`src/weighted_hit_centroid_assert.svh`:
```
// Assertion macros shared by the centroid block.
// All checks are clocked on i_clk and are held off while i_rst_n is low.
`ifndef WEIGHTED_HIT_CENTROID_ASSERT_SVH
`define WEIGHTED_HIT_CENTROID_ASSERT_SVH

// A condition that must hold at every clock edge.
`define WHC_ASSERT_ALWAYS(label, cond, msg) \
    label: assert property (@(posedge i_clk) disable iff (!i_rst_n) (cond)) \
        else $error(msg);

// A consequence that must hold in the same cycle as its cause.
`define WHC_ASSERT_IMPLY(label, ante, cons, msg) \
    label: assert property (@(posedge i_clk) disable iff (!i_rst_n) (ante) |-> (cons)) \
        else $error(msg);

// A consequence that must hold in the cycle after its cause.
`define WHC_ASSERT_NEXT(label, ante, cons, msg) \
    label: assert property (@(posedge i_clk) disable iff (!i_rst_n) (ante) |=> (cons)) \
        else $error(msg);

`endif

```
`src/whc_pkg.sv`:
```
package whc_pkg;

    // Field widths of the hit and result items.
    localparam int POS_W   = 16;
    localparam int EN_W    = 24;
    localparam int PROD_W  = POS_W + EN_W;
    localparam int OUT_W   = 24;
    localparam int FRAC_W  = 8;
    localparam int HIT_W   = 9;
    localparam int STAT_W  = 2;
    localparam int MODE_W  = 2;

    // Depth of the queue between the front and the back.
    localparam int QUEUE_DEPTH = 4;

    // Weight mode register codes.
    localparam logic [MODE_W-1:0] MODE_UNIT   = 2'd0;
    localparam logic [MODE_W-1:0] MODE_ENERGY = 2'd1;
    localparam logic [MODE_W-1:0] MODE_MAX    = 2'd2;

    // Result status codes.
    localparam logic [STAT_W-1:0] ST_OK       = 2'd0;
    localparam logic [STAT_W-1:0] ST_ZERO_W   = 2'd1;
    localparam logic [STAT_W-1:0] ST_OVERFLOW = 2'd2;

    // Accumulate operation chosen for a hit by the front.
    typedef enum logic [1:0] {
        OP_UNIT   = 2'd0,
        OP_ENERGY = 2'd1,
        OP_MAX    = 2'd2
    } t_op;

    // One classified hit as it travels through the queue.
    typedef struct packed {
        t_op                      op;
        logic                     last;
        logic signed [POS_W-1:0]  x;
        logic signed [POS_W-1:0]  y;
        logic [EN_W-1:0]          e;
        logic signed [PROD_W-1:0] px;
        logic signed [PROD_W-1:0] py;
    } t_hit;

endpackage

```
`src/whc_front.sv`:
```
module whc_front (
    input  logic                                i_clk,
    input  logic                                i_rst_n,
    input  logic                                i_cfg_valid,
    output logic                                o_cfg_ready,
    input  logic [whc_pkg::MODE_W-1:0]          i_cfg_weight_mode,
    input  logic                                i_hit_valid,
    output logic                                o_hit_ready,
    input  logic signed [whc_pkg::POS_W-1:0]    i_x_position,
    input  logic signed [whc_pkg::POS_W-1:0]    i_y_position,
    input  logic [whc_pkg::EN_W-1:0]            i_energy,
    input  logic                                i_last_hit,
    output logic                                o_push_valid,
    input  logic                                i_push_ready,
    output whc_pkg::t_hit                       o_push_hit
);

    logic [whc_pkg::MODE_W-1:0] r_mode;
    logic                       r_valid;
    whc_pkg::t_hit              r_hit;
    logic                       n_valid;
    whc_pkg::t_hit              n_hit;
    logic                       hit_xfer;
    whc_pkg::t_op               op_sel;

    // The mode register takes every write.
    assign o_cfg_ready = 1'b1;

    always_ff @(posedge i_clk) begin
        if (!i_rst_n) begin
            r_mode <= whc_pkg::MODE_UNIT;
        end else if (i_cfg_valid) begin
            r_mode <= i_cfg_weight_mode;
        end
    end

    // Pick the accumulate operation from the mode in force for this hit.
    always_comb begin
        unique case (r_mode)
            whc_pkg::MODE_ENERGY: op_sel = whc_pkg::OP_ENERGY;
            whc_pkg::MODE_MAX:    op_sel = whc_pkg::OP_MAX;
            default:              op_sel = whc_pkg::OP_UNIT;
        endcase
    end

    // The stage register frees up whenever the queue takes its content.
    assign o_hit_ready = !r_valid || i_push_ready;
    assign hit_xfer    = i_hit_valid && o_hit_ready;

    // Classify the hit and form both weighted products.
    always_comb begin
        n_valid = r_valid;
        n_hit   = r_hit;
        if (r_valid && i_push_ready) begin
            n_valid = 1'b0;
        end
        if (hit_xfer) begin
            n_valid  = 1'b1;
            n_hit.op = op_sel;
            n_hit.last = i_last_hit;
            n_hit.x  = i_x_position;
            n_hit.y  = i_y_position;
            n_hit.e  = i_energy;
            n_hit.px = i_x_position * $signed({1'b0, i_energy});
            n_hit.py = i_y_position * $signed({1'b0, i_energy});
        end
    end

    always_ff @(posedge i_clk) begin
        if (!i_rst_n) begin
            r_valid <= 1'b0;
        end else begin
            r_valid <= n_valid;
        end
    end

    always_ff @(posedge i_clk) begin
        r_hit <= n_hit;
    end

    assign o_push_valid = r_valid;
    assign o_push_hit   = r_hit;

endmodule

```
`src/whc_fifo.sv`:
```
`include "weighted_hit_centroid_assert.svh"

module whc_fifo (
    input  logic          i_clk,
    input  logic          i_rst_n,
    input  logic          i_push_valid,
    output logic          o_push_ready,
    input  whc_pkg::t_hit i_push_hit,
    output logic          o_pop_valid,
    input  logic          i_pop_ready,
    output whc_pkg::t_hit o_pop_hit
);

    localparam int DEPTH = whc_pkg::QUEUE_DEPTH;
    localparam int PTR_W = $clog2(DEPTH);
    localparam int CNT_W = $clog2(DEPTH + 1);

    whc_pkg::t_hit    r_mem [DEPTH];
    logic [PTR_W-1:0] r_wr_ptr;
    logic [PTR_W-1:0] r_rd_ptr;
    logic [CNT_W-1:0] r_count;
    logic             push;
    logic             pop;

    assign o_push_ready = r_count != CNT_W'(DEPTH);
    assign o_pop_valid  = r_count != '0;
    assign o_pop_hit    = r_mem[r_rd_ptr];
    assign push         = i_push_valid && o_push_ready;
    assign pop          = o_pop_valid && i_pop_ready;

    // Pointers wrap at the queue depth.
    always_ff @(posedge i_clk) begin
        if (!i_rst_n) begin
            r_wr_ptr <= '0;
            r_rd_ptr <= '0;
            r_count  <= '0;
        end else begin
            if (push) begin
                r_wr_ptr <= (r_wr_ptr == PTR_W'(DEPTH - 1)) ? '0 : PTR_W'(r_wr_ptr + 1'b1);
            end
            if (pop) begin
                r_rd_ptr <= (r_rd_ptr == PTR_W'(DEPTH - 1)) ? '0 : PTR_W'(r_rd_ptr + 1'b1);
            end
            if (push && !pop) begin
                r_count <= CNT_W'(r_count + 1'b1);
            end else if (pop && !push) begin
                r_count <= CNT_W'(r_count - 1'b1);
            end
        end
    end

    // Entry storage.
    always_ff @(posedge i_clk) begin
        if (push) begin
            r_mem[r_wr_ptr] <= i_push_hit;
        end
    end

    `WHC_ASSERT_ALWAYS(a_fifo_bound, r_count <= CNT_W'(DEPTH), "queue count beyond depth")

endmodule

```
`src/whc_div.sv`:
```
`include "weighted_hit_centroid_assert.svh"

module whc_div #(
    parameter int CNT_W = 9
) (
    input  logic                                    i_clk,
    input  logic                                    i_rst_n,
    input  logic                                    i_start,
    input  logic signed [whc_pkg::PROD_W+CNT_W-1:0] i_sum_x,
    input  logic signed [whc_pkg::PROD_W+CNT_W-1:0] i_sum_y,
    input  logic [whc_pkg::EN_W+CNT_W-1:0]          i_wt,
    output logic                                    o_done,
    output logic signed [whc_pkg::OUT_W-1:0]        o_x,
    output logic signed [whc_pkg::OUT_W-1:0]        o_y
);

    localparam int SUM_W  = whc_pkg::PROD_W + CNT_W;
    localparam int WT_W   = whc_pkg::EN_W + CNT_W;
    localparam int OUT_W  = whc_pkg::OUT_W;
    localparam int FRAC_W = whc_pkg::FRAC_W;
    localparam int LO_W   = OUT_W - FRAC_W;
    localparam int STEP_W = $clog2(OUT_W);

    logic              r_busy;
    logic              r_done;
    logic [STEP_W-1:0] r_step;
    logic [WT_W-1:0]   r_div;
    logic [WT_W-1:0]   r_rem_x;
    logic [WT_W-1:0]   r_rem_y;
    logic [OUT_W-1:0]  r_q_x;
    logic [OUT_W-1:0]  r_q_y;
    logic              r_neg_x;
    logic              r_neg_y;
    logic              r_zero;
    logic [SUM_W-1:0]  mag_x;
    logic [SUM_W-1:0]  mag_y;
    logic [WT_W+OUT_W-1:0] step_x;
    logic [WT_W+OUT_W-1:0] step_y;

    // One restoring step: the next dividend bit comes from the top of q,
    // and the quotient bit shifts in at its bottom.
    function automatic logic [WT_W+OUT_W-1:0] div_step(
        input logic [WT_W-1:0]  rem,
        input logic [OUT_W-1:0] q,
        input logic [WT_W-1:0]  dv
    );
        logic [WT_W:0] trial;
        logic [WT_W:0] diff;
        trial = {rem, q[OUT_W-1]};
        diff  = trial - {1'b0, dv};
        if (trial >= {1'b0, dv}) begin
            return {diff[WT_W-1:0], q[OUT_W-2:0], 1'b1};
        end
        return {trial[WT_W-1:0], q[OUT_W-2:0], 1'b0};
    endfunction

    // Divide magnitudes; the sign is put back at the end.
    assign mag_x  = i_sum_x[SUM_W-1] ? SUM_W'(-i_sum_x) : SUM_W'(i_sum_x);
    assign mag_y  = i_sum_y[SUM_W-1] ? SUM_W'(-i_sum_y) : SUM_W'(i_sum_y);
    assign step_x = div_step(r_rem_x, r_q_x, r_div);
    assign step_y = div_step(r_rem_y, r_q_y, r_div);

    // Step control. The quotient of a mean fits in OUT_W bits, so the part of
    // the scaled sum above those bits is already below the divisor.
    always_ff @(posedge i_clk) begin
        if (!i_rst_n) begin
            r_busy <= 1'b0;
            r_done <= 1'b0;
            r_step <= '0;
        end else begin
            r_done <= 1'b0;
            if (i_start) begin
                r_busy <= 1'b1;
                r_step <= '0;
            end else if (r_busy) begin
                r_step <= STEP_W'(r_step + 1'b1);
                if (r_step == STEP_W'(OUT_W - 1)) begin
                    r_busy <= 1'b0;
                    r_done <= 1'b1;
                end
            end
        end
    end

    // Operand load and shift datapath.
    always_ff @(posedge i_clk) begin
        if (i_start) begin
            r_div   <= i_wt;
            r_zero  <= i_wt == '0;
            r_neg_x <= i_sum_x[SUM_W-1];
            r_neg_y <= i_sum_y[SUM_W-1];
            r_rem_x <= mag_x[SUM_W-1:LO_W];
            r_rem_y <= mag_y[SUM_W-1:LO_W];
            r_q_x   <= {mag_x[LO_W-1:0], FRAC_W'(0)};
            r_q_y   <= {mag_y[LO_W-1:0], FRAC_W'(0)};
        end else if (r_busy) begin
            r_rem_x <= step_x[WT_W+OUT_W-1:OUT_W];
            r_q_x   <= step_x[OUT_W-1:0];
            r_rem_y <= step_y[WT_W+OUT_W-1:OUT_W];
            r_q_y   <= step_y[OUT_W-1:0];
        end
    end

    // Signed results; a zero weight sum gives zero.
    assign o_done = r_done;
    assign o_x    = r_zero ? '0 : (r_neg_x ? OUT_W'(-r_q_x) : r_q_x);
    assign o_y    = r_zero ? '0 : (r_neg_y ? OUT_W'(-r_q_y) : r_q_y);

    `WHC_ASSERT_IMPLY(a_div_start_idle, i_start, !r_busy, "divide started while busy")
    `WHC_ASSERT_NEXT(a_div_done_pulse, r_done, !r_done && !r_busy, "done is not a single pulse")

endmodule

```
`src/whc_back.sv`:
```
`include "weighted_hit_centroid_assert.svh"

module whc_back #(
    parameter int MAX_HITS = 256,
    parameter int CNT_W    = 9
) (
    input  logic                                    i_clk,
    input  logic                                    i_rst_n,
    input  logic                                    i_pop_valid,
    output logic                                    o_pop_ready,
    input  whc_pkg::t_hit                           i_pop_hit,
    output logic                                    o_div_start,
    output logic signed [whc_pkg::PROD_W+CNT_W-1:0] o_div_sum_x,
    output logic signed [whc_pkg::PROD_W+CNT_W-1:0] o_div_sum_y,
    output logic [whc_pkg::EN_W+CNT_W-1:0]          o_div_wt,
    input  logic                                    i_div_done,
    input  logic signed [whc_pkg::OUT_W-1:0]        i_div_x,
    input  logic signed [whc_pkg::OUT_W-1:0]        i_div_y,
    output logic                                    o_res_valid,
    input  logic                                    i_res_ready,
    output logic signed [whc_pkg::OUT_W-1:0]        o_x_centroid,
    output logic signed [whc_pkg::OUT_W-1:0]        o_y_centroid,
    output logic [whc_pkg::HIT_W-1:0]               o_hit_total,
    output logic [whc_pkg::STAT_W-1:0]              o_status
);

    localparam int SUM_W = whc_pkg::PROD_W + CNT_W;
    localparam int WT_W  = whc_pkg::EN_W + CNT_W;

    typedef enum logic [1:0] {
        S_ACC = 2'b01,
        S_DIV = 2'b10
    } t_back_state;

    t_back_state                 r_state, n_state;
    logic signed [SUM_W-1:0]     r_sum_x, n_sum_x, a_sum_x;
    logic signed [SUM_W-1:0]     r_sum_y, n_sum_y, a_sum_y;
    logic [WT_W-1:0]             r_wt, n_wt, a_wt;
    logic [CNT_W-1:0]            r_hits, n_hits, a_hits;
    logic [whc_pkg::EN_W-1:0]    r_max, n_max, a_max;
    logic                        r_ovf, n_ovf, a_ovf;
    logic [CNT_W-1:0]            r_pend_total, n_pend_total;
    logic [whc_pkg::STAT_W-1:0]  r_pend_status, n_pend_status;
    logic                        r_out_valid, n_out_valid;
    logic signed [whc_pkg::OUT_W-1:0] r_x, n_x, r_y, n_y;
    logic                        full;
    logic                        first;
    logic                        gt;
    logic                        eq;
    logic                        pop;
    logic [31:0]                 total_wide;

    // Take a hit unless dividing, or unless it ends a cluster while the
    // previous result still waits.
    assign pop = (r_state == S_ACC) && i_pop_valid && (!i_pop_hit.last || !r_out_valid);
    assign o_pop_ready = pop;

    assign full  = r_hits >= CNT_W'(MAX_HITS);
    assign first = r_hits == '0;
    assign gt    = first || (i_pop_hit.e > r_max);
    assign eq    = i_pop_hit.e == r_max;

    // Cluster state after applying the hit at the head of the queue.
    always_comb begin
        a_sum_x = r_sum_x;
        a_sum_y = r_sum_y;
        a_wt    = r_wt;
        a_hits  = r_hits;
        a_max   = r_max;
        a_ovf   = r_ovf;
        if (full) begin
            a_ovf = 1'b1;
        end else begin
            unique case (i_pop_hit.op)
                whc_pkg::OP_ENERGY: begin
                    a_sum_x = r_sum_x + SUM_W'(i_pop_hit.px);
                    a_sum_y = r_sum_y + SUM_W'(i_pop_hit.py);
                    a_wt    = r_wt + WT_W'(i_pop_hit.e);
                end
                whc_pkg::OP_MAX: begin
                    if (gt) begin
                        a_sum_x = SUM_W'(i_pop_hit.x);
                        a_sum_y = SUM_W'(i_pop_hit.y);
                        a_wt    = WT_W'(1);
                    end else if (eq) begin
                        a_sum_x = r_sum_x + SUM_W'(i_pop_hit.x);
                        a_sum_y = r_sum_y + SUM_W'(i_pop_hit.y);
                        a_wt    = WT_W'(r_wt + 1'b1);
                    end
                end
                default: begin
                    a_sum_x = r_sum_x + SUM_W'(i_pop_hit.x);
                    a_sum_y = r_sum_y + SUM_W'(i_pop_hit.y);
                    a_wt    = WT_W'(r_wt + 1'b1);
                end
            endcase
            if (gt) begin
                a_max = i_pop_hit.e;
            end
            a_hits = CNT_W'(r_hits + 1'b1);
        end
    end

    assign o_div_sum_x = a_sum_x;
    assign o_div_sum_y = a_sum_y;
    assign o_div_wt    = a_wt;

    // Sequencing of accumulation, the final divide and the result register.
    always_comb begin
        n_state       = r_state;
        n_sum_x       = r_sum_x;
        n_sum_y       = r_sum_y;
        n_wt          = r_wt;
        n_hits        = r_hits;
        n_max         = r_max;
        n_ovf         = r_ovf;
        n_pend_total  = r_pend_total;
        n_pend_status = r_pend_status;
        n_out_valid   = r_out_valid;
        n_x           = r_x;
        n_y           = r_y;
        o_div_start   = 1'b0;
        if (r_out_valid && i_res_ready) begin
            n_out_valid = 1'b0;
        end
        unique case (r_state)
            S_ACC: begin
                if (pop) begin
                    n_sum_x = a_sum_x;
                    n_sum_y = a_sum_y;
                    n_wt    = a_wt;
                    n_hits  = a_hits;
                    n_max   = a_max;
                    n_ovf   = a_ovf;
                    if (i_pop_hit.last) begin
                        o_div_start  = 1'b1;
                        n_pend_total = a_hits;
                        priority if (a_ovf) begin
                            n_pend_status = whc_pkg::ST_OVERFLOW;
                        end else if (a_wt == '0) begin
                            n_pend_status = whc_pkg::ST_ZERO_W;
                        end else begin
                            n_pend_status = whc_pkg::ST_OK;
                        end
                        n_sum_x = '0;
                        n_sum_y = '0;
                        n_wt    = '0;
                        n_hits  = '0;
                        n_max   = '0;
                        n_ovf   = 1'b0;
                        n_state = S_DIV;
                    end
                end
            end
            S_DIV: begin
                if (i_div_done) begin
                    n_x         = i_div_x;
                    n_y         = i_div_y;
                    n_out_valid = 1'b1;
                    n_state     = S_ACC;
                end
            end
            default: begin
                n_state = S_ACC;
            end
        endcase
    end

    always_ff @(posedge i_clk) begin
        if (!i_rst_n) begin
            r_state     <= S_ACC;
            r_sum_x     <= '0;
            r_sum_y     <= '0;
            r_wt        <= '0;
            r_hits      <= '0;
            r_max       <= '0;
            r_ovf       <= 1'b0;
            r_out_valid <= 1'b0;
        end else begin
            r_state     <= n_state;
            r_sum_x     <= n_sum_x;
            r_sum_y     <= n_sum_y;
            r_wt        <= n_wt;
            r_hits      <= n_hits;
            r_max       <= n_max;
            r_ovf       <= n_ovf;
            r_out_valid <= n_out_valid;
        end
    end

    always_ff @(posedge i_clk) begin
        r_pend_total  <= n_pend_total;
        r_pend_status <= n_pend_status;
        r_x           <= n_x;
        r_y           <= n_y;
    end

    // The reported count keeps its low bits only.
    assign total_wide   = 32'(r_pend_total);
    assign o_res_valid  = r_out_valid;
    assign o_x_centroid = r_x;
    assign o_y_centroid = r_y;
    assign o_hit_total  = total_wide[whc_pkg::HIT_W-1:0];
    assign o_status     = r_pend_status;

    `WHC_ASSERT_IMPLY(a_back_no_overwrite, i_div_done, !r_out_valid, "result overwritten")

endmodule

```
`src/weighted_hit_centroid.sv`:
```
// Weighted hit centroid.
// Hits of one cluster arrive on the hit channel (valid/ready), one transfer
// per hit, the final hit flagged by i_last_hit. The block answers each
// cluster with one transfer on the result channel: the mean x and y as
// signed Q16.8 truncated toward zero, the hit count and a status code.
// The weight mode register is written through the configuration channel,
// which is always ready; write it only between clusters.
// Throughput: one hit per cycle while the queue has room. The final hit of
// a cluster holds the accumulator while the two-lane restoring divider runs
// one quotient bit per cycle over 24 bits; a four-entry queue behind the
// input stage keeps taking hits meanwhile until it fills.
// The final hit passes the input stage register and the queue; then the
// accumulator starts the divider, and its quotients load the result register.
// The result sits in an output register; when the receiver stalls, hits
// keep accumulating, and only the next final hit waits for that register.
// Synchronous reset clears the sums, the queue and the result valid and
// sets the mode to unit weights.
module weighted_hit_centroid #(
    parameter int MAX_HITS = 256
) (
    input  logic                             i_clk,
    input  logic                             i_rst_n,
    input  logic                             i_cfg_valid,
    output logic                             o_cfg_ready,
    input  logic [whc_pkg::MODE_W-1:0]       i_cfg_weight_mode,
    input  logic                             i_hit_valid,
    output logic                             o_hit_ready,
    input  logic signed [whc_pkg::POS_W-1:0] i_x_position,
    input  logic signed [whc_pkg::POS_W-1:0] i_y_position,
    input  logic [whc_pkg::EN_W-1:0]         i_energy,
    input  logic                             i_last_hit,
    output logic                             o_res_valid,
    input  logic                             i_res_ready,
    output logic signed [whc_pkg::OUT_W-1:0] o_x_centroid,
    output logic signed [whc_pkg::OUT_W-1:0] o_y_centroid,
    output logic [whc_pkg::HIT_W-1:0]        o_hit_total,
    output logic [whc_pkg::STAT_W-1:0]       o_status
);

    localparam int CNT_W = $clog2(MAX_HITS + 1);
    localparam int SUM_W = whc_pkg::PROD_W + CNT_W;
    localparam int WT_W  = whc_pkg::EN_W + CNT_W;

    logic                             push_valid;
    logic                             push_ready;
    whc_pkg::t_hit                    push_hit;
    logic                             pop_valid;
    logic                             pop_ready;
    whc_pkg::t_hit                    pop_hit;
    logic                             div_start;
    logic signed [SUM_W-1:0]          div_sum_x;
    logic signed [SUM_W-1:0]          div_sum_y;
    logic [WT_W-1:0]                  div_wt;
    logic                             div_done;
    logic signed [whc_pkg::OUT_W-1:0] div_x;
    logic signed [whc_pkg::OUT_W-1:0] div_y;

    // Input stage: mode register, hit classification and products.
    whc_front u_front (
        .i_clk             (i_clk),
        .i_rst_n           (i_rst_n),
        .i_cfg_valid       (i_cfg_valid),
        .o_cfg_ready       (o_cfg_ready),
        .i_cfg_weight_mode (i_cfg_weight_mode),
        .i_hit_valid       (i_hit_valid),
        .o_hit_ready       (o_hit_ready),
        .i_x_position      (i_x_position),
        .i_y_position      (i_y_position),
        .i_energy          (i_energy),
        .i_last_hit        (i_last_hit),
        .o_push_valid      (push_valid),
        .i_push_ready      (push_ready),
        .o_push_hit        (push_hit)
    );

    // Queue between the input stage and the accumulator.
    whc_fifo u_fifo (
        .i_clk        (i_clk),
        .i_rst_n      (i_rst_n),
        .i_push_valid (push_valid),
        .o_push_ready (push_ready),
        .i_push_hit   (push_hit),
        .o_pop_valid  (pop_valid),
        .i_pop_ready  (pop_ready),
        .o_pop_hit    (pop_hit)
    );

    // Accumulator, end-of-cluster control and result register.
    whc_back #(
        .MAX_HITS (MAX_HITS),
        .CNT_W    (CNT_W)
    ) u_back (
        .i_clk        (i_clk),
        .i_rst_n      (i_rst_n),
        .i_pop_valid  (pop_valid),
        .o_pop_ready  (pop_ready),
        .i_pop_hit    (pop_hit),
        .o_div_start  (div_start),
        .o_div_sum_x  (div_sum_x),
        .o_div_sum_y  (div_sum_y),
        .o_div_wt     (div_wt),
        .i_div_done   (div_done),
        .i_div_x      (div_x),
        .i_div_y      (div_y),
        .o_res_valid  (o_res_valid),
        .i_res_ready  (i_res_ready),
        .o_x_centroid (o_x_centroid),
        .o_y_centroid (o_y_centroid),
        .o_hit_total  (o_hit_total),
        .o_status     (o_status)
    );

    // Bit-serial divider for both coordinates.
    whc_div #(
        .CNT_W (CNT_W)
    ) u_div (
        .i_clk   (i_clk),
        .i_rst_n (i_rst_n),
        .i_start (div_start),
        .i_sum_x (div_sum_x),
        .i_sum_y (div_sum_y),
        .i_wt    (div_wt),
        .o_done  (div_done),
        .o_x     (div_x),
        .o_y     (div_y)
    );

endmodule
```
`config.mk`:
```
export PLATFORM = sky130hd
export DESIGN_NAME = weighted_hit_centroid
export DESIGN_NICKNAME = d
export VERILOG_FILES = /design/src/whc_pkg.sv /design/src/whc_front.sv /design/src/whc_fifo.sv /design/src/whc_div.sv /design/src/whc_back.sv /design/src/weighted_hit_centroid.sv
export VERILOG_INCLUDE_DIRS = /design/src /design/src/src
export SDC_FILE = /design/constraint.sdc
export NUM_CORES = 2
export LEC_CHECK = 0
export ABC_AREA = 1
export ABC_CLOCK_PERIOD_IN_PS = 14050
export BUFFER_PORTS_ARGS = -buffer_cell sky130_fd_sc_hd__buf_2
export CORE_MARGIN = 2
export CORE_UTILIZATION = 55
export DETAILED_ROUTE_END_ITERATION = 8
export GPL_ROUTABILITY_DRIVEN = 0
export PLACE_DENSITY_LB_ADDON = 0.1
export SYNTH_ARGS = -nofsm -noshare
export SYNTH_HDL_FRONTEND = slang
export SYNTH_SLANG_ARGS = --single-unit
```
`constraint.sdc`:
```
create_clock -name i_clk -period 14.05 [get_ports i_clk]
set_input_delay 2.81 -clock i_clk [delete_from_list [all_inputs] [get_ports i_clk]]
set_output_delay 2.81 -clock i_clk [all_outputs]
set_load 0.1 [all_outputs]
```
* After elaboration in Yosys (flattened, before gate mapping) *
Memories as Yosys holds them, arrays and structs flattened. A register that Yosys moved wholly into a read port is not among the register bits.
Cells that the tools add are included.

cells by class
  add/subtract/negate cells = 18
  multiply operators = 2
  $lt $le $gt $ge = 4
  equality and inequality tests = 15
  mux-type cells = 66
  bitwise logic cells = 2
  reduce and logical (&&, ||, !) cells = 30

operators with widths
  operator                                       count
  two-way mux 49 bit                             10
  two-way mux 33 bit                             8
  two-way mux 57 bit                             4
  two-way mux 24 bit                             9
  case mux 49 bit (2 select lines)               2
  adder 49 x 16 -> 49 bit                        2
  adder 49 x 40 -> 49 bit                        2
  negation 49 bit                                2
  multiplier 16 x 25 -> 40 bit                   2
  >= comparator 34 x 33 -> 1 bit                 2
  case mux 33 bit (2 select lines)               1
  subtractor 33 bit                              2
  negation 24 bit                                2
  adder 33 x 1 -> 33 bit, second input constant  1
  adder 33 x 24 -> 33 bit                        1
  logical NOT 33 bit                             1
  equality test 24 bit                           1
  greater-than comparator 24 bit                 1
  two-way mux 1 bit                              19
  two-way mux 9 bit                              2
  two-way mux 2 bit                              7
  equality test 2 bit, second input constant     5
  adder 9 x 1 -> 9 bit, second input constant    1
  >= comparator 9 bit, second input constant     1
  23 further kinds                               49

storage, ports and cells
  flip-flop bits (word level) = 533
  memory bits (writable) = 556
  logic and storage cells = 175
  memories = 1

memory list
  memory        depth  bits a word  read ports  clocked after memory_dff  wr ports  line            source
  u_fifo.r_mem  4      139          1           1                         1         whc_fifo.sv:18  whc_pkg::t_hit r_mem [DEPTH];

* Depth between registers and ports, before layout *
  depth after elaboration = 8
  mapped depth = 39
  mapped depth without buffers = 33

* Modules after synthesis *
From an unflattened synthesis, not the netlist that was laid out.

second synthesis, totals
  cell total of the unflattened synthesis = 13927
  area, all modules = 101396.0 µm²

by module, submodules not included
  module     times used  cells an instance  area an instance (µm²)  sequential area each (µm²)
  whc_front  1           4023               31815.5                 4234.1
  whc_back   1           5602               31301.3                 5134.9
  whc_fifo   1           1414               21119.0                 16876.2
  whc_div    1           2888               17160.2                 4484.3

* Worst setup path before layout *
Ideal clock, no wire load.

  path kind = input-to-reg
  start = input i_x_position[15] (netlist name)
  end = register u_front.r_hit, in the netlist u_front.o_push_hit[76], data pin
  library setup time = 259 ps
  data arrival time = 8495 ps
  required time = 13791 ps
  slack = 5296 ps
  stages = 27
  path buffers = 2
  cells stage by stage = clkbuf_1 > clkinv_1 > clkbuf_1 > nor2_1 > fa_1 > fa_1 > fa_1 > fa_1 > fa_1 > inv_1 > fa_1 > inv_1 > ha_1 > nand2_1 > nor2_1 > o21ai_0 > o211ai_1 > o21bai_1 > a21oi_1 > o21ai_0 > nand4_1 > nor3_1 > nor2_1 > o21ai_0 > nand3_1 > nand2_1 > xor2_1

between the ends
  cells in the longest elaborated chain, start to end = 1

RTL lines
  what                          line                         source
  start: declaration            weighted_hit_centroid.sv:28  input logic signed [whc_pkg::POS_W-1:0] i_x_position,
  multiplier 16 x 25 -> 40 bit  whc_front.sv:64              n_hit.px = i_x_position * $signed({1'b0, i_energy});
  end signal: assignment        whc_front.sv:78              r_hit <= n_hit;
  end: declaration              whc_front.sv:20              whc_pkg::t_hit r_hit;

Every way passes these cells.
A chain may end at the register's enable or synchronous reset.

* Worst setup path after layout *
Same ends and word-level chain as after synthesis.

==> implementation parameters <==
Parameter                              Value

CTS
  Number of buffers created by CTS ... 114
  Clock insertion delay at the later pin of the skew report ... 800 ps
  H-tree depth reported by CTS ... 3
  Clock tree from TritonCTS ... built
  Hold_buf cts ... 0
  Cell at the root of the clock tree ... sky130_fd_sc_hd__clkbuf_16
  Buffer count from post-CTS setup fixing ... 0
  Maximum buffer depth of the clock tree ... 3
  Post-cts gate resize count ... 0
  Sink count of the clock tree ... 1091
  Post-CTS clock slew at the launch and capture registers of the worst setup and hold paths ... 60 ps

Die
  Die Span X ... 425.4 um
  Placeable core area ... 176300 um^2
  Die Y ... 425.4 um
  Number of rows created at floorplan ... 154
  Num ports ... 126
  Effective utilization at floorplan ... 55.40%
  Area enclosed by the die boundary ... 181000 um^2

Synthesis
  Share of cell area taken by muxes after synthesis ... 0%
  Post-synthesis cell area ... 97670 um^2
  Most common cell in the synthesized netlist ... sky130_fd_sc_hd__nand2_1
  Number of enable-type register cells in the synthesized netlist ... 888
  Area fraction in compound gates after synthesis ... 10.88%
  Synth Net Count ... 14360
  Post-synthesis share of cell area spent on full adders, half adders and majority gates ... 20.24%
  Sequential share of the synthesized area ... 31.46%
  Seq cells post-synth ... 1091
  Largest family of logic cells by synthesized area ... simple AND/OR/NAND/NOR gates
  Most instantiated cells after synthesis ... 3763 x sky130_fd_sc_hd__nand2_1, 2302 x sky130_fd_sc_hd__inv_1, 988 x sky130_fd_sc_hd__nor2_1
  Count of distinct cell types in the synthesized netlist ... 73
  Average instance area after synthesis ... 7.465 um^2
  Cell count after synthesis ... 13080
  Largest area contributor in the netlist ... sky130_fd_sc_hd__edfxtp_1
  Total of warnings raised by yosys ... 0
  Share of the synthesized area in the top cell type ... 27.30%
  Post-synthesis async set-or-reset flop share ... 0%
  Post-synthesis share of cell area spent on and, or, nand and nor gates ... 24.57%
  Area contributors post-synth ... sky130_fd_sc_hd__edfxtp_1 27%, sky130_fd_sc_hd__nand2_1 14%, sky130_fd_sc_hd__fa_1 13%
  Most used DFF post-synth ... sky130_fd_sc_hd__edfxtp_1
  Fraction of synthesized cell area in xor and xnor cells ... 1.883%

GRT
  Largest net degree at the start of global routing ... 165
  Total track usage ... 33.90%
  Via count of the first global-routing pass ... 84180
  Initial antenna violation count ... 7
  Remaining global-route overflow ... 0
  Global-route wire length before repair ... 478200 um

Routing
  Routed Wire Length ... 310800 um
  DRT antenna net count ... 0
  Post-detailed-route DRC marker count ... 2
  Detail-routed net length per standard cell ... 20.21 um
  Via total after detailed routing ... 87980
  First-pass iteration count of the detailed router ... 9
  Post-detailed-route via-to-cell ratio ... 5.719
  Number of violations reported at the end of detailed-routing iteration 0 ... 9694

Worst setup path
  Endpoint of the most critical setup path ... u_front.o_push_hit[76]
  Reg2reg path depth ... 28
  Reg2Reg Setup Slack ... 6860 ps
  Crit path buffers/inverters ... 3
  Worst setup EP type ... flip-flop
  CP max stage cell ... sky130_fd_sc_hd__clkinv_1
  CP max FO ... 19
  Beginning of the critical path ... i_x_position[15]
  Data required time at the worst endpoint ... 14570 ps
  Highest cell delay on the worst timing path ... 630 ps
  Critical Path Start Type ... input pin
  Top delay family on crit path ... adder cells
  Reg2Reg Capture Point ... u_div.r_rem_x[27]
  CP dominant cell by count ... sky130_fd_sc_hd__fa_1
  Number of cells on the critical path ... 25
  Worst EP arrival ... 9560 ps
  Worst Setup Path Type ... input pin to flip-flop

STA
  Setup TNS after final layout ... 0 ps
  Final min period ... 9046 ps
  Slew Limit Headroom ... 26.77%
  Max-slew violation count ... 0
  Share of the cycle needed by the critical path after routing ... 64.38%
  RSZ-0062 raised after global routing ... no
  Worst Max-Slew Pin Slew ... 1098 ps
  Worst clock skew on the final layout ... 60.60 ps
  Maximum operating frequency ... 110.6 MHz
  Number of failing hold endpoints at the final stage ... 0
  Worst hold slack ... 452.7 ps
  Final setup violation count ... 0

Layout
  Fin nets ... 14210
  Number of filler instances in the final layout ... 16260
  Final instance count without filler cells ... 15380
  Area Overhead vs Synth ... 6.577%
  Fraction of layout instances using a drive strength above 1 ... 4.287%
  Finished Core Util ... 59.04%

Placement
  Post-DP HPWL ... 231400 um
  Placed Instances ... 15160
  Quantity of I/O buffers inserted on ports ... 124

Min path
  Worst Hold Class ... flip-flop to flip-flop
  Number of stages on the worst hold path ... 2

Outcome
  Outcome ... finished, violations left
  Failing checks ... DRC

Run
  Reported max-cap violation count ... 0
metal layers:
layer  routed length [um]  vias to the layer above  track usage (%)  part of all wire [%]
li1                     -                    41450                -                     -
met1               128700                    41690            46.46                    41
met2               137000                     4114            52.96                    44
met3                29680                      724            5.238                   9.5
met4                15390                        6            15.61                   5.0
met5                   36                        -                0                 0.012
placed cells by master (no fill, tap or decap), types with 116 or more instances in the layout:
cell type and count:
sky130_fd_sc_hd__nand3_1 648, sky130_fd_sc_hd__clkbuf_16 116, sky130_fd_sc_hd__o21ai_0 678, sky130_fd_sc_hd__fa_1 620, sky130_fd_sc_hd__dfxtp_1 200, sky130_fd_sc_hd__nor2_1 981, sky130_fd_sc_hd__inv_1 2296, sky130_fd_sc_hd__buf_2 124
sky130_fd_sc_hd__a21oi_1 838, sky130_fd_sc_hd__nand4_1 118, sky130_fd_sc_hd__nand2_1 3759, sky130_fd_sc_hd__edfxtp_1 888, sky130_fd_sc_hd__ha_1 586, sky130_fd_sc_hd__xor2_1 131
state kept, by name, indices dropped and copies added (netlist names), 9 cells and up, named ones only:
register,cells
u_div.r_q_y,24
u_back.o_hit_total,9
u_back.r_wt,33
u_div.r_div,33
u_back.r_sum_x,49
u_back.r_hits,9
u_back.r_sum_y,49
u_div.r_q_x,24
u_front.o_push_hit,139
u_fifo.r_mem,556
u_back.o_x_centroid,24
u_back.r_max,24
u_div.r_rem_x,33
u_div.r_rem_y,33
u_back.o_y_centroid,24
cell type report:
class | count | area, um^2 | share of cell area (%)
Multi-Input combinational cell | 9201 | 56340 | 54.13
Sequential cell | 1091 | 30740 | 29.53
Inverter | 2321 | 8748 | 8.405
Clock buffer | 135 | 2994 | 2.876
Tap cell | 2340 | 2928 | 2.813
Timing Repair Buffer | 208 | 1314 | 1.262
Clock inverter | 83 | 1013 | 0.9736
Antenna cell | 4 | 10.01 | 0.009616
per-stage QoR:
stage	instance area, um^2	setup WS, ps
global route	104100	4631
finish	104100	5004
global placement	100100	4277
detailed placement	100100	4284
floorplan	97670	5296
CTS	104100	5093
worst min-delay path by stage:
| stage | from | endpoint | slack, ps |
|---|---|---|---|
| floorplan | u_back.r_ovf | u_back.r_ovf | 430 |
| global placement | u_back.r_ovf | u_back.r_ovf | 440 |
| detailed placement | u_back.r_ovf | u_back.r_ovf | 450 |
| CTS | u_back.r_ovf | u_back.r_ovf | 460 |
| global route | u_back.r_ovf | u_back.r_ovf | 470 |
| finish | u_back.r_ovf | u_back.r_ovf | 450 |
worst reg2reg max path, delay by kind of cell, from the launching register on:
family	cells	cell delay, ps
flip-flops	1	550
buffers and inverters	5	2240
AO/OA/AOI/OAI	5	1570
adder cells (fa/ha/maj)	1	380
AND/OR/NAND/NOR	17	2200
cells by family (layout without fill, tap and decap cells):
kind of cell / count (synthesis) / after routing
simple gates: 5841 / 5841
buf+inv: 2792 / 2747
compound gates: 1941 / 1941
fa+ha+maj: 1208 / 1208
flops: 1091 / 1091
xor+xnor: 210 / 210
other cells: 1 / 5
Power is left out: the tool's default activity adds up to more than one toggle a clock period on the data nets, which glitch-free logic cannot reach.
